===== src/hdl/assert_macros.svh =====
// Assertion macros shared by the RTL of the temperature lookup block.
// Clock is aclk, reset aresetn (active low) in every module that uses them.
`ifndef ASSERT_MACROS_SVH
`define ASSERT_MACROS_SVH
`ifndef SYNTHESIS
`define ASSERT_CLK(label, prop, msg) \
    label: assert property (@(posedge aclk) disable iff (!aresetn) (prop)) else $error(msg);
`define ASSERT_NEVER(label, cond, msg) \
    label: assert property (@(posedge aclk) disable iff (!aresetn) !(cond)) else $error(msg);
`else
`define ASSERT_CLK(label, prop, msg)
`define ASSERT_NEVER(label, cond, msg)
`endif
`endif


===== src/hdl/tlu_pkg.sv =====
// Package of the thermistor temperature lookup: widths, constants, types.
// No dependencies; used by tlu_div and thermistor_temperature_lookup.
`timescale 1ns / 1ps
package tlu_pkg;

    localparam int TABLE_DEPTH_DEF = 128;

    localparam int SMP_W    = 12;
    localparam int TIDX_W   = 7;
    localparam int TVAL_W   = 16;
    localparam int TEMP_W   = 14;
    localparam int NUM_W    = 28;
    localparam int MULA_W   = 13;
    localparam int CNT_W    = 5;

    localparam int S_TDATA_W = 40;
    localparam int S_TUSER_W = 3;
    localparam int M_TDATA_W = 16;
    localparam int M_TUSER_W = 1;
    localparam int CFG_IDX_W = 2;
    localparam int CFG_DAT_W = 16;

    localparam logic [SMP_W-1:0]  CORE_MID  = 12'h6CF;
    // x * 19 / 10 as x * (19 * 52429) >> 19, exact for the core-sensor range
    localparam logic [19:0]       CORE_RECIP = 20'd996151;
    localparam int                CORE_SHIFT = 19;
    localparam logic [TEMP_W-1:0] CORE_BASE = 14'd250;
    localparam logic [MULA_W-1:0] ADC_FULL  = 13'd4096;

    localparam logic [7:0]  TABLE_LEN_RST = 8'd128;
    localparam logic [15:0] DIV_RES1_RST  = 16'd9810;
    localparam logic [15:0] DIV_RES2_RST  = 16'd9880;
    localparam logic [7:0]  IDX_OFS_RST   = 8'd7;

    typedef enum logic [CFG_IDX_W-1:0] {
        CFG_TABLE_LEN = 2'd0,
        CFG_DIV_RES1  = 2'd1,
        CFG_DIV_RES2  = 2'd2,
        CFG_IDX_OFS   = 2'd3
    } cfg_idx_t;

    typedef enum logic [1:0] {
        CH_THERM1 = 2'd0,
        CH_THERM2 = 2'd1,
        CH_CORE   = 2'd2,
        CH_SPARE  = 2'd3
    } channel_t;

    typedef enum logic {
        FN_WRITE   = 1'b0,
        FN_CONVERT = 1'b1
    } func_t;

    typedef enum logic [4:0] {
        ST_IDLE = 5'b00001,
        ST_MUL  = 5'b00010,
        ST_DIV  = 5'b00100,
        ST_SRCH = 5'b01000,
        ST_FIN  = 5'b10000
    } state_t;

    typedef struct packed {
        logic busy;
        logic done;
    } div_status_t;

endpackage


===== src/hdl/thermistor_temperature_lookup.sv =====
// Top level: thermistor table store, sample conversion and table search.
// Depends on tlu_pkg, tlu_div and assert_macros.svh.
//
//  channel | direction | handshake                   | content
//  s_axis  | in        | s_axis_tvalid/s_axis_tready | table write or sample to convert
//  m_axis  | out       | m_axis_tvalid/m_axis_tready | temperature and zero-sample flag
//  cfg     | in        | cfg_valid/cfg_ready         | register index and data
//
// A table write gives no result. A core-sensor result passes through MUL, which
// registers the reciprocal multiply, and FIN, which loads the output register.
// A thermistor result passes through MUL, DIV (28 divider steps, then done), SRCH
// (at most 7 probes at the default depth) and FIN, which loads the output register.
// Reset clears control state only; table contents are undefined until written.
// A new item is taken while a result waits; a stalled m_axis holds the next one in FIN.
`timescale 1ns / 1ps
`include "assert_macros.svh"
module thermistor_temperature_lookup #(
    parameter int TABLE_DEPTH = tlu_pkg::TABLE_DEPTH_DEF
) (
    input  logic                          aclk,
    input  logic                          aresetn,
    input  logic                          s_axis_tvalid,
    output logic                          s_axis_tready,
    // adc_sample[11:0], table_index[18:12], table_value[34:19], zero fill
    input  logic [tlu_pkg::S_TDATA_W-1:0] s_axis_tdata,
    // func[0], channel[2:1]
    input  logic [tlu_pkg::S_TUSER_W-1:0] s_axis_tuser,
    output logic                          m_axis_tvalid,
    input  logic                          m_axis_tready,
    // temperature[13:0] (signed), zero fill
    output logic [tlu_pkg::M_TDATA_W-1:0] m_axis_tdata,
    // zero_sample[0]
    output logic [tlu_pkg::M_TUSER_W-1:0] m_axis_tuser,
    input  logic                          cfg_valid,
    output logic                          cfg_ready,
    input  logic [tlu_pkg::CFG_IDX_W-1:0] cfg_index,
    input  logic [tlu_pkg::CFG_DAT_W-1:0] cfg_data
);
    import tlu_pkg::*;

    localparam int AW   = $clog2(TABLE_DEPTH);
    localparam int HI_W = $clog2(TABLE_DEPTH + 1);

    // configuration
    logic [7:0]  table_len_reg;
    logic [15:0] div_res1_reg;
    logic [15:0] div_res2_reg;
    logic [7:0]  idx_ofs_reg;

    // input fields
    logic [SMP_W-1:0]  in_sample;
    logic [TIDX_W-1:0] in_tidx;
    logic [TVAL_W-1:0] in_tval;
    func_t             in_func;
    channel_t          in_chan;

    // control and datapath
    state_t state_reg, state_next;
    logic   core_reg, core_next;
    logic   neg_reg, neg_next;
    logic   zero_reg, zero_next;
    logic [MULA_W-1:0] mul_a_reg, mul_a_next;
    logic [15:0]       mul_b_reg, mul_b_next;
    logic [SMP_W-1:0]  den_reg, den_next;
    logic [HI_W-1:0]   hi_reg, hi_next, lo_reg, lo_next, mid_reg, mid_next, len_sat;
    logic [TEMP_W-1:0] core_q_reg, core_q_next;

    logic                    m_valid_reg, m_valid_next;
    logic signed [TEMP_W-1:0] m_temp_reg, m_temp_next;
    logic                    m_zero_reg, m_zero_next;

    // table memory
    logic [TVAL_W-1:0] table_mem [TABLE_DEPTH];
    logic [TVAL_W-1:0] rd_data_reg;
    logic [AW-1:0]     rd_addr, wr_addr;
    logic              wr_en;
    logic [31:0]       widx_ext;

    logic                 s_xfer, out_free, div_start;
    div_status_t          div_st;
    logic [NUM_W-1:0]     quot;
    logic [NUM_W-1:0]     twice;
    logic [TEMP_W-1:0]    core_t;

    assign in_sample = s_axis_tdata[11:0];
    assign in_tidx   = s_axis_tdata[18:12];
    assign in_tval   = s_axis_tdata[34:19];
    assign in_func   = func_t'(s_axis_tuser[0]);
    assign in_chan   = channel_t'(s_axis_tuser[2:1]);

    assign s_axis_tready = (state_reg == ST_IDLE);
    assign s_xfer        = s_axis_tvalid && s_axis_tready;
    assign out_free      = !m_valid_reg || m_axis_tready;
    assign cfg_ready     = 1'b1;

    assign widx_ext = 32'(in_tidx);
    assign wr_addr  = widx_ext[AW-1:0];
    assign wr_en    = s_xfer && (in_func == FN_WRITE) && (widx_ext < 32'(TABLE_DEPTH));

    assign len_sat = (32'(table_len_reg) > 32'(TABLE_DEPTH)) ? HI_W'(TABLE_DEPTH)
                                                             : HI_W'(table_len_reg);

    assign div_start = (state_reg == ST_MUL) && !core_reg;

    tlu_div u_div (
        .aclk    (aclk),
        .aresetn (aresetn),
        .start   (div_start),
        .num     (NUM_W'(mul_a_reg * mul_b_reg)),
        .den     (den_reg),
        .status  (div_st),
        .quot    (quot)
    );

    assign twice  = NUM_W'({rd_data_reg, 1'b0});
    assign core_t = (neg_reg ? (-core_q_reg) : core_q_reg) + CORE_BASE;

    always_comb begin
        state_next   = state_reg;
        core_next    = core_reg;
        neg_next     = neg_reg;
        zero_next    = zero_reg;
        mul_a_next   = mul_a_reg;
        mul_b_next   = mul_b_reg;
        den_next     = den_reg;
        hi_next      = hi_reg;
        lo_next      = lo_reg;
        mid_next     = mid_reg;
        core_q_next  = core_q_reg;
        m_valid_next = m_valid_reg && !m_axis_tready;
        m_temp_next  = m_temp_reg;
        m_zero_next  = m_zero_reg;
        unique case (state_reg)
            ST_IDLE: begin
                if (s_xfer && in_func == FN_CONVERT) begin
                    core_next = (in_chan == CH_CORE);
                    zero_next = (in_chan != CH_CORE) && (in_sample == '0);
                    neg_next  = (in_sample > CORE_MID);
                    if (in_chan == CH_CORE) begin
                        mul_a_next = (in_sample > CORE_MID) ? MULA_W'(in_sample - CORE_MID)
                                                            : MULA_W'(CORE_MID - in_sample);
                    end else begin
                        mul_a_next = ADC_FULL - MULA_W'(in_sample);
                        mul_b_next = (in_chan == CH_THERM1) ? div_res1_reg : div_res2_reg;
                        den_next   = in_sample;
                    end
                    state_next = ST_MUL;
                end
            end
            ST_MUL: begin
                if (core_reg) begin
                    core_q_next = TEMP_W'((32'(mul_a_reg) * 32'(CORE_RECIP)) >> CORE_SHIFT);
                    state_next  = ST_FIN;
                end else begin
                    state_next = ST_DIV;
                end
            end
            ST_DIV: begin
                if (div_st.done) begin
                    hi_next    = len_sat;
                    lo_next    = '0;
                    mid_next   = len_sat >> 1;
                    state_next = ST_SRCH;
                end
            end
            ST_SRCH: begin
                if ((hi_reg - lo_reg) > HI_W'(1)) begin
                    if (quot <= twice) begin
                        lo_next = mid_reg;
                    end else begin
                        hi_next = mid_reg;
                    end
                    mid_next = ((hi_next - lo_next) >> 1) + lo_next;
                end else begin
                    state_next = ST_FIN;
                end
            end
            ST_FIN: begin
                if (out_free) begin
                    m_valid_next = 1'b1;
                    m_zero_next  = zero_reg;
                    m_temp_next  = core_reg ? core_t
                                            : (TEMP_W'(mid_reg) + TEMP_W'(idx_ofs_reg));
                    state_next   = ST_IDLE;
                end
            end
            default: state_next = ST_IDLE;
        endcase
    end

    assign rd_addr = mid_next[AW-1:0];

    always_ff @(posedge aclk) begin
        if (wr_en) begin
            table_mem[wr_addr] <= in_tval;
        end
        rd_data_reg <= table_mem[rd_addr];
    end

    always_ff @(posedge aclk) begin
        core_reg   <= core_next;
        neg_reg    <= neg_next;
        zero_reg   <= zero_next;
        mul_a_reg  <= mul_a_next;
        mul_b_reg  <= mul_b_next;
        den_reg    <= den_next;
        hi_reg     <= hi_next;
        lo_reg     <= lo_next;
        mid_reg    <= mid_next;
        core_q_reg <= core_q_next;
        m_temp_reg <= m_temp_next;
        m_zero_reg <= m_zero_next;
        if (!aresetn) begin
            state_reg   <= ST_IDLE;
            m_valid_reg <= 1'b0;
        end else begin
            state_reg   <= state_next;
            m_valid_reg <= m_valid_next;
        end
    end

    always_ff @(posedge aclk) begin
        if (!aresetn) begin
            table_len_reg <= TABLE_LEN_RST;
            div_res1_reg  <= DIV_RES1_RST;
            div_res2_reg  <= DIV_RES2_RST;
            idx_ofs_reg   <= IDX_OFS_RST;
        end else if (cfg_valid && cfg_ready) begin
            unique case (cfg_idx_t'(cfg_index))
                CFG_TABLE_LEN: table_len_reg <= cfg_data[7:0];
                CFG_DIV_RES1:  div_res1_reg  <= cfg_data;
                CFG_DIV_RES2:  div_res2_reg  <= cfg_data;
                CFG_IDX_OFS:   idx_ofs_reg   <= cfg_data[7:0];
                default:       table_len_reg <= table_len_reg;
            endcase
        end
    end

    assign m_axis_tvalid = m_valid_reg;
    assign m_axis_tdata  = {{(M_TDATA_W - TEMP_W){1'b0}}, m_temp_reg};
    assign m_axis_tuser  = m_zero_reg;

    `ASSERT_CLK(a_srch_order, (state_reg == ST_SRCH) |-> (lo_reg <= hi_reg), "search bounds crossed")
    `ASSERT_CLK(a_mid_inside, ((state_reg == ST_SRCH) && ((hi_reg - lo_reg) > HI_W'(1))) |-> ((mid_reg > lo_reg) && (mid_reg < hi_reg)), "probe outside bounds")
    `ASSERT_NEVER(a_div_idle, (state_reg == ST_DIV) && !div_st.busy && !div_st.done, "divider stopped early")

endmodule


===== src/hdl/tlu_div.sv =====
// Serial restoring divider, one quotient bit per cycle.
// Depends on tlu_pkg.
`timescale 1ns / 1ps
module tlu_div (
    input  logic                      aclk,
    input  logic                      aresetn,
    input  logic                      start,
    input  logic [tlu_pkg::NUM_W-1:0] num,
    input  logic [tlu_pkg::SMP_W-1:0] den,
    output tlu_pkg::div_status_t      status,
    output logic [tlu_pkg::NUM_W-1:0] quot
);
    import tlu_pkg::*;

    logic [NUM_W-1:0] quo_reg, quo_next;
    logic [SMP_W-1:0] rem_reg, rem_next;
    logic [CNT_W-1:0] cnt_reg, cnt_next;
    logic             busy_reg, busy_next;
    logic             done_reg, done_next;
    logic [SMP_W:0]   trial;
    logic             qbit;

    always_comb begin
        trial     = {rem_reg, quo_reg[NUM_W-1]};
        qbit      = (trial >= {1'b0, den});
        quo_next  = quo_reg;
        rem_next  = rem_reg;
        cnt_next  = cnt_reg;
        busy_next = busy_reg;
        done_next = 1'b0;
        if (start) begin
            quo_next  = num;
            rem_next  = '0;
            cnt_next  = CNT_W'(NUM_W - 1);
            busy_next = 1'b1;
        end else if (busy_reg) begin
            quo_next = {quo_reg[NUM_W-2:0], qbit};
            rem_next = qbit ? SMP_W'(trial - {1'b0, den}) : trial[SMP_W-1:0];
            cnt_next = cnt_reg - CNT_W'(1);
            if (cnt_reg == '0) begin
                busy_next = 1'b0;
                done_next = 1'b1;
            end
        end
    end

    always_ff @(posedge aclk) begin
        quo_reg <= quo_next;
        rem_reg <= rem_next;
        cnt_reg <= cnt_next;
        if (!aresetn) begin
            busy_reg <= 1'b0;
            done_reg <= 1'b0;
        end else begin
            busy_reg <= busy_next;
            done_reg <= done_next;
        end
    end

    assign status.busy = busy_reg;
    assign status.done = done_reg;
    assign quot        = quo_reg;

endmodule


===== config.mk =====
export PLATFORM = sky130hd
export DESIGN_NAME = thermistor_temperature_lookup
export DESIGN_NICKNAME = d
export VERILOG_FILES = /design/src/hdl/tlu_pkg.sv /design/src/hdl/thermistor_temperature_lookup.sv /design/src/hdl/tlu_div.sv
export VERILOG_INCLUDE_DIRS = /design/src /design/src/hdl
export SDC_FILE = /design/constraint.sdc
export NUM_CORES = 2
export LEC_CHECK = 0
export ABC_AREA = 1
export CORE_ASPECT_RATIO = 2
export CORE_UTILIZATION = 32
export CTS_BUF_LIST = sky130_fd_sc_hd__clkbuf_4 sky130_fd_sc_hd__clkbuf_8
export CTS_CLUSTER_DIAMETER = 200
export CTS_CLUSTER_SIZE = 25
export DETAILED_ROUTE_END_ITERATION = 8
export DONT_BUFFER_PORTS = 1
export MAX_ROUTING_LAYER = met4
export SETUP_SLACK_MARGIN = 0.5
export SLEW_MARGIN = 15
export SYNTH_ARGS = -nofsm -noshare
export SYNTH_HDL_FRONTEND = slang
export SYNTH_SLANG_ARGS = --single-unit
export TNS_END_PERCENT = 1

===== constraint.sdc =====
create_clock -name aclk -period 9.7 [get_ports aclk]
set_input_delay 0.485 -clock aclk [delete_from_list [all_inputs] [get_ports aclk]]
set_output_delay 0.485 -clock aclk [all_outputs]
set_load 0.005 [all_outputs]

* Word level (Yosys, flattened, before mapping) *
Memories as Yosys holds them, arrays and structs flattened. A register that Yosys moved wholly into a read port is not among the register bits.
Index checks and enable logic that the tools add are counted.

word-level totals
  input bits = 66
  register bits after elaboration = 197
  memory bits (writable) = 2048
  output and inout port bits = 20
  memories = 1

cells by class
  bitwise operators = 4
  reduce and logical (&&, ||, !) cells = 28
  multiplexer cells = 38
  order comparisons = 6
  add/sub/neg operators = 11
  equal/unequal tests = 15
  multipliers = 2

memory list
  memory     words  width  rd ports  clocked after memory_dff  wr ports  line                                 RTL
  table_mem  128    16     1         1                         1         thermistor_temperature_lookup.sv:73  logic [TVAL_W-1:0] table_mem [TABLE_DEPTH];

operator list
  kind                                                  count
  two-way mux 8 bit                                     13
  two-way mux 28 bit                                    2
  case mux 8 bit (2 select lines)                       3
  multiplier 13 x 20 -> 32 bit, second input constant   1
  <= comparator 28 x 17 -> 1 bit                        1
  multiplier 13 x 16 -> 28 bit                          1
  two-way mux 14 bit                                    2
  two-way mux 13 bit                                    2
  two-way mux 5 bit                                     5
  case mux 5 bit (5 select lines)                       1
  two-way mux 16 bit                                    1
  subtractor 8 bit                                      2
  adder 14 x 8 -> 14 bit, second input constant         1
  negator 13 -> 14 bit                                  1
  AND reduction 2 bit                                   7
  greater-or-equal comparator 13 x 12 -> 1 bit          1
  subtractor 11 x 12 -> 13 bit, first input constant    1
  subtractor 12 x 11 -> 13 bit, second input constant   1
  subtractor 13 x 12 -> 13 bit, first input constant    1
  > comparator 12 x 11 -> 1 bit, second input constant  1
  logical NOT 12 bit                                    1
  two-way mux 12 bit                                    1
  subtractor 12 bit                                     1
  adder 8 x 8 -> 9 bit                                  1
  25 further kinds                                      52

* Depth between registers and ports, before layout *
  depth in word-level cells = 8
  mapped depth = 38
  gate-level depth less buffers = 35

* By module *
A second synthesis with hierarchy kept.

second synthesis, totals
  cell total of the unflattened synthesis = 10660
  area, all modules = 110013.0 sq um

by module, submodules not included
  module                         area each (sq um)  seq. area each (sq um)  times used  cells an instance
  thermistor_temperature_lookup  107135.3           65713.0                 1           10267
  tlu_div                        2877.8             1221.2                  1           393

* Worst setup path after synthesis *
Ideal clock, no wire load.

  path type = register -> register
  start = reg mul_a_reg[1]
  end = reg u_div.quo_reg[26] (netlist: u_div.quot[26]) (data pin)
  setup slack = 3.598 ns
  setup time = 0.268 ns
  clock period less this slack = 6.102 ns
  cell stages (with the launch flop) = 31
  arrival time = 5.834 ns
  path through = edfxtp_1 -> clkbuf_1 -> clkbuf_1 -> nand2_1 -> fa_1 -> inv_1 -> fa_1 -> inv_1 -> fa_1 -> inv_1 -> ha_1 -> inv_1 -> fa_1 -> inv_1 -> ha_1 -> a21oi_1 -> nand2_1 -> nand2_1 -> nand2_1 -> a21oi_1 -> nor2_1 -> nor2_1 -> o21bai_1 -> a21boi_0 -> o21bai_1 -> a31oi_1 -> o21ai_0 -> a21boi_0 -> o21ai_0 -> xor2_1 -> o21ai_0

on the way
  cells in the longest elaborated chain, start to end = 2

ends and longest elaborated chain
  item                          line                                  RTL
  start: declaration            thermistor_temperature_lookup.sv:62   logic [MULA_W-1:0] mul_a_reg, mul_a_next;
  start signal: assignment      thermistor_temperature_lookup.sv:204  mul_a_reg <= mul_a_next;
  multiplier 13 x 16 -> 28 bit  thermistor_temperature_lookup.sv:109  .num (NUM_W'(mul_a_reg * mul_b_reg)),
  two-way mux 28 bit            tlu_div.sv:31                         if (start) begin
  via u_div.quo_next[26]        tlu_div.sv:15                         logic [NUM_W-1:0] quo_reg, quo_next;
  end signal: assignment        tlu_div.sv:48                         quo_reg <= quo_next;
  end: declaration              tlu_div.sv:15

The timed path passes the listed nets, and every way through them passes these cells.
A chain may end at the register's enable or synchronous reset.

* Worst setup path after layout *
  start = reg rd_data_reg[14], read port of table_mem
  end = reg rd_data_reg[8], read port of table_mem

on the way
  cells in the longest elaborated chain, start to end = 8

ends and longest elaborated chain
  item                               line                                  RTL
  start: declaration                 thermistor_temperature_lookup.sv:74   logic [TVAL_W-1:0] rd_data_reg;
  <= comparator 28 x 17 -> 1 bit *   thermistor_temperature_lookup.sv:168  if (quot <= twice) begin
  two-way mux 8 bit                  thermistor_temperature_lookup.sv:168
  two-way mux 8 bit                  thermistor_temperature_lookup.sv:167  if ((hi_reg - lo_reg) > HI_W'(1)) begin
  two-way mux 8 bit                  thermistor_temperature_lookup.sv:133  unique case (state_reg)
  subtractor 8 bit                   thermistor_temperature_lookup.sv:173  mid_next = ((hi_next - lo_next) >> 1) + lo_next;
  adder 7 x 8 -> 8 bit *             thermistor_temperature_lookup.sv:173
  two-way mux 8 bit *                thermistor_temperature_lookup.sv:167
  case mux 8 bit (2 select lines) *  thermistor_temperature_lookup.sv:133

Every way passes the cells marked *; elsewhere a longest branch is shown, timed or not. The select of a mux whose other input is x is not followed.

==> summary.txt <==
Floorplan
  • Chip Width: 408 um
  • Top-Level Pins: 86
  • Die Y: 815 um
  • Initial Util: 32.2%
  • CORE AREA: 329000 um^2
  • Num rows: 298
  • DIE AREA: 333000 um^2

Min path
  • HP Start: s_axis_tdata[22]
  • Worst Hold End: table_mem[46][3]$_DFFE_PP_
  • Hold depth: 1
  • Hold Crit Class: input port to register

Critical path
  • Max incr delay on CP: 650 ps
  • RR Endpoint: rd_data_reg[8]$_DFF_P_
  • CP max-delay cell: o21ai_0
  • Critical path endpoint category: register
  • Worst reg2reg path startpoint: rd_data_reg[14]$_DFF_P_
  • Startpoint type of the worst setup path: register
  • Worst R2R Setup Slack: 2110 ps
  • Crit path from: rd_data_reg[14]$_DFF_P_
  • Type of the worst setup path: register to register
  • CP Data Arrival Time: 8500 ps
  • Crit path required time: 10610 ps
  • R2R depth: 29
  • Worst-path maximum fanout: 53

Yosys
  • Register area share after synthesis: 63.3%
  • Synth Area in Simple Gates: 13.9%
  • Ys flop type: edfxtp_1
  • Xor-xnor portion of the synthesized cell area: 0.721%
  • Adder-Cell Fraction of Synth Area: 7.36%
  • Avg Cell Area, Syn: 11.1 um^2
  • Mapped Area: 106000 um^2
  • Mux share of post-synthesis cell area: 0.0923%
  • Cell variety after synth: 59
  • Post-synth ARST share: 0%
  • Largest family of logic cells by synthesized area: simple AND/OR/NAND/NOR gates
  • Compound-gate portion of the synthesized area: 9.27%
  • Number of synthesized flops with an enable pin: 2165
  • Synth warn: 0
  • Synthesized flop and latch total: 2261
  • Post-Syn Instances: 9493

STA
  • Actual slew at the worst max-slew pin: 1240 ps
  • Min Hold Slack: 4.66 ps
  • Final Max Tran Viols: 0
  • Fmax: 0.132 GHz
  • Final min period: 7590 ps
  • Final Hold Viols: 0
  • Setup violators final: 0
  • Unrepaired setup endpoints after global routing: no
  • Final Skew: 49.2 ps
  • PnR worst setup slack: 2110 ps
  • Final worst path period share: 78.2%
  • Setup TNS: 0 ps
  • Slew HR: 17.4%

Place
  • Placed cell areas: 111000 um^2
  • Placer Congestion: 0.937
  • Dpl hpwl: 196000 um
  • Pre-CTS WS: 2230 ps
  • Dpl cells: 13500
  • PortBufs: 0

Cells and area
  • Reg with most FFs: table_mem
  • Most frequent cells in the layout: 2165 x edfxtp_1, 1717 x nand2_1, 1136 x nor2_1, 871 x inv_1, 864 x o21ai_0
  • Post-route cell area: 114000 um^2
  • Util after Layout: 34.5%
  • Footprint of the multi-input gates: 33400 um^2
  • Register area: 66900 um^2
  • Most common cell after layout, fill and taps aside: edfxtp_1
  • Finished Layout Cells: 13700
  • Share of cells above drive strength 1: 6.35%
  • NumNets Final: 9837
  • Filler cell count: 32500
  • Area delta synth->final: 7.45%
  • Largest registers: table_mem: 2048 flops, u_div.quot: 28 flops
  • Max reg flops: 2048

Clock network
  • Sinks on the clock net: 2261
  • Htree depth: 3
  • CTS tree: built
  • Post-CTS sizing: 0
  • Postcts setup bufs: 0
  • Clock Latency Late Sink: 960 ps
  • CTS clk-pin slew, worst paths: 160 ps
  • Clk buf depth: 3
  • # hold bufs at CTS: 89
  • Root Driver: clkbuf_8
  • CTS buffer count: 100

GRT
  • GRT Total Usage: 18.6%
  • Grt ovf: 0
  • Initial antenna violation count: 9
  • First-pass GRT wire length: 448000 um
  • Pin count of the biggest net entering global routing: 205
  • Vias in the first global route: 68400

Routing
  • Iteration-0 DRC Markers: 5625
  • Metal3 WL: 12600 um
  • Vias post-DR: 68800
  • WL per Instance: 22.5 um
  • DR vias/cell: 5.02
  • Max layer used: met4
  • Pre-antenna DRT Iters: 6
  • Met2 wire length: 161000 um
  • Final wirelength: 309000 um
  • DRT met1 WL: 103000 um
  • Remaining antenna violation count after routing: 0
  • Drt drc: 0

Outcome
  • Status: complete, no violations

Pwr
  • Total power: 25.4 mW
  • Power Density: 223 nW/um^2
  • Peak supply drop: 0.289 mV
  • Leakage: 41.3 nW

Job
  • Max-cap violations: 0
[cell usage after synthesis (3+ instances only)]
library cell | count | area [um^2]
o21ai_4 | 3 | 48.8
nand2_2 | 14 | 87.6
nand2_1 | 1721 | 6460
nand3_1 | 422 | 2110
nor2_1 | 1201 | 4510
mux2_2 | 6 | 67.6
xor2_1 | 59 | 517
inv_2 | 6 | 22.5
a21oi_1 | 128 | 641
a21boi_0 | 3 | 22.5
o21ai_0 | 864 | 4320
dfxtp_1 | 96 | 1920
nor4_1 | 4 | 25.0
o31ai_1 | 4 | 30.0
clkbuf_1 | 344 | 1290
nor3_1 | 23 | 115
a22oi_1 | 3 | 22.5
edfxtp_1 | 2165 | 65000
o21ai_1 | 15 | 75.1
a31oi_1 | 10 | 62.6
inv_1 | 872 | 3270
xnor2_1 | 28 | 245
o21bai_1 | 9 | 67.6
clkinv_1 | 3 | 11.3
ha_1 | 225 | 2820
a211oi_1 | 5 | 37.5
o211ai_1 | 485 | 3640
or2_2 | 151 | 945
fa_1 | 248 | 4960
nand4_1 | 28 | 175
nand3_2 | 3 | 30.0
buf_4 | 25 | 188
buf_2 | 148 | 741
o21ai_2 | 3 | 26.3
nand3b_1 | 20 | 150
a21oi_2 | 3 | 26.3
buf_1 | 26 | 97.6
o221ai_1 | 34 | 298
o22ai_1 | 55 | 344
mux2i_1 | 3 | 30.0
[worst max path at each step]
stage                                           to  depth (start not counted)
after CTS                   rd_data_reg[8]$_DFF_P_                         29
after detailed placement    rd_data_reg[8]$_DFF_P_                         29
final                       rd_data_reg[8]$_DFF_P_                         29
after floorplan           u_div.quot[26]$_DFFE_PP_                         30
after global placement     rd_data_reg[13]$_DFF_P_                         28
after global routing        rd_data_reg[4]$_DFF_P_                         28
[per-layer routing]
| metal | track usage [%] | vias up |
|---|---|---|
| met5 | - | - |
| met4 | 16.5 | 0 |
| met3 | 1.58 | 672 |
| met2 | 33.2 | 1932 |
| met1 | 17.9 | 34100 |
| li1 | - | 32000 |
[worst max-delay path, delay by kind of cell (launching register included)]
family	cells	cell delay [ps]
AOI/OAI and AO/OA	5	1770
buffers and inverters	6	1090
DFF	1	430
and+or+nand+nor	14	2630
adders and majority gates	4	1530
[where the power goes]
group	switching, mW	leakage, nW	internal (mW)
Combinational	6.33	20.1	3.84
Clock	2.89	0.934	1.12
Sequential	0.164	20.3	11.0
Total	9.39	41.3	16.0
[logic make-up (layout without fill, tap and decap cells)]
logic type,after synthesis,after routing
fa+ha+maj,473,473
other cells,2,17
simple gates,3595,3595
flops,2261,2261
buf+inv,1426,1271
compound gates,1640,1640
xor+xnor,87,87
mux,9,9
[area by class of cell]
class,count,area share (%)
Inverter,881,2.93
Tap cell,4350,4.79
Clock buffer,135,1.44
Multi-Input combinational cell,5807,29.4
Clock inverter,8,0.104
Sequential cell,2261,58.9
Antenna cell,14,0.0308
Timing Repair Buffer,247,2.36
Power figures use the tool's default switching activity.
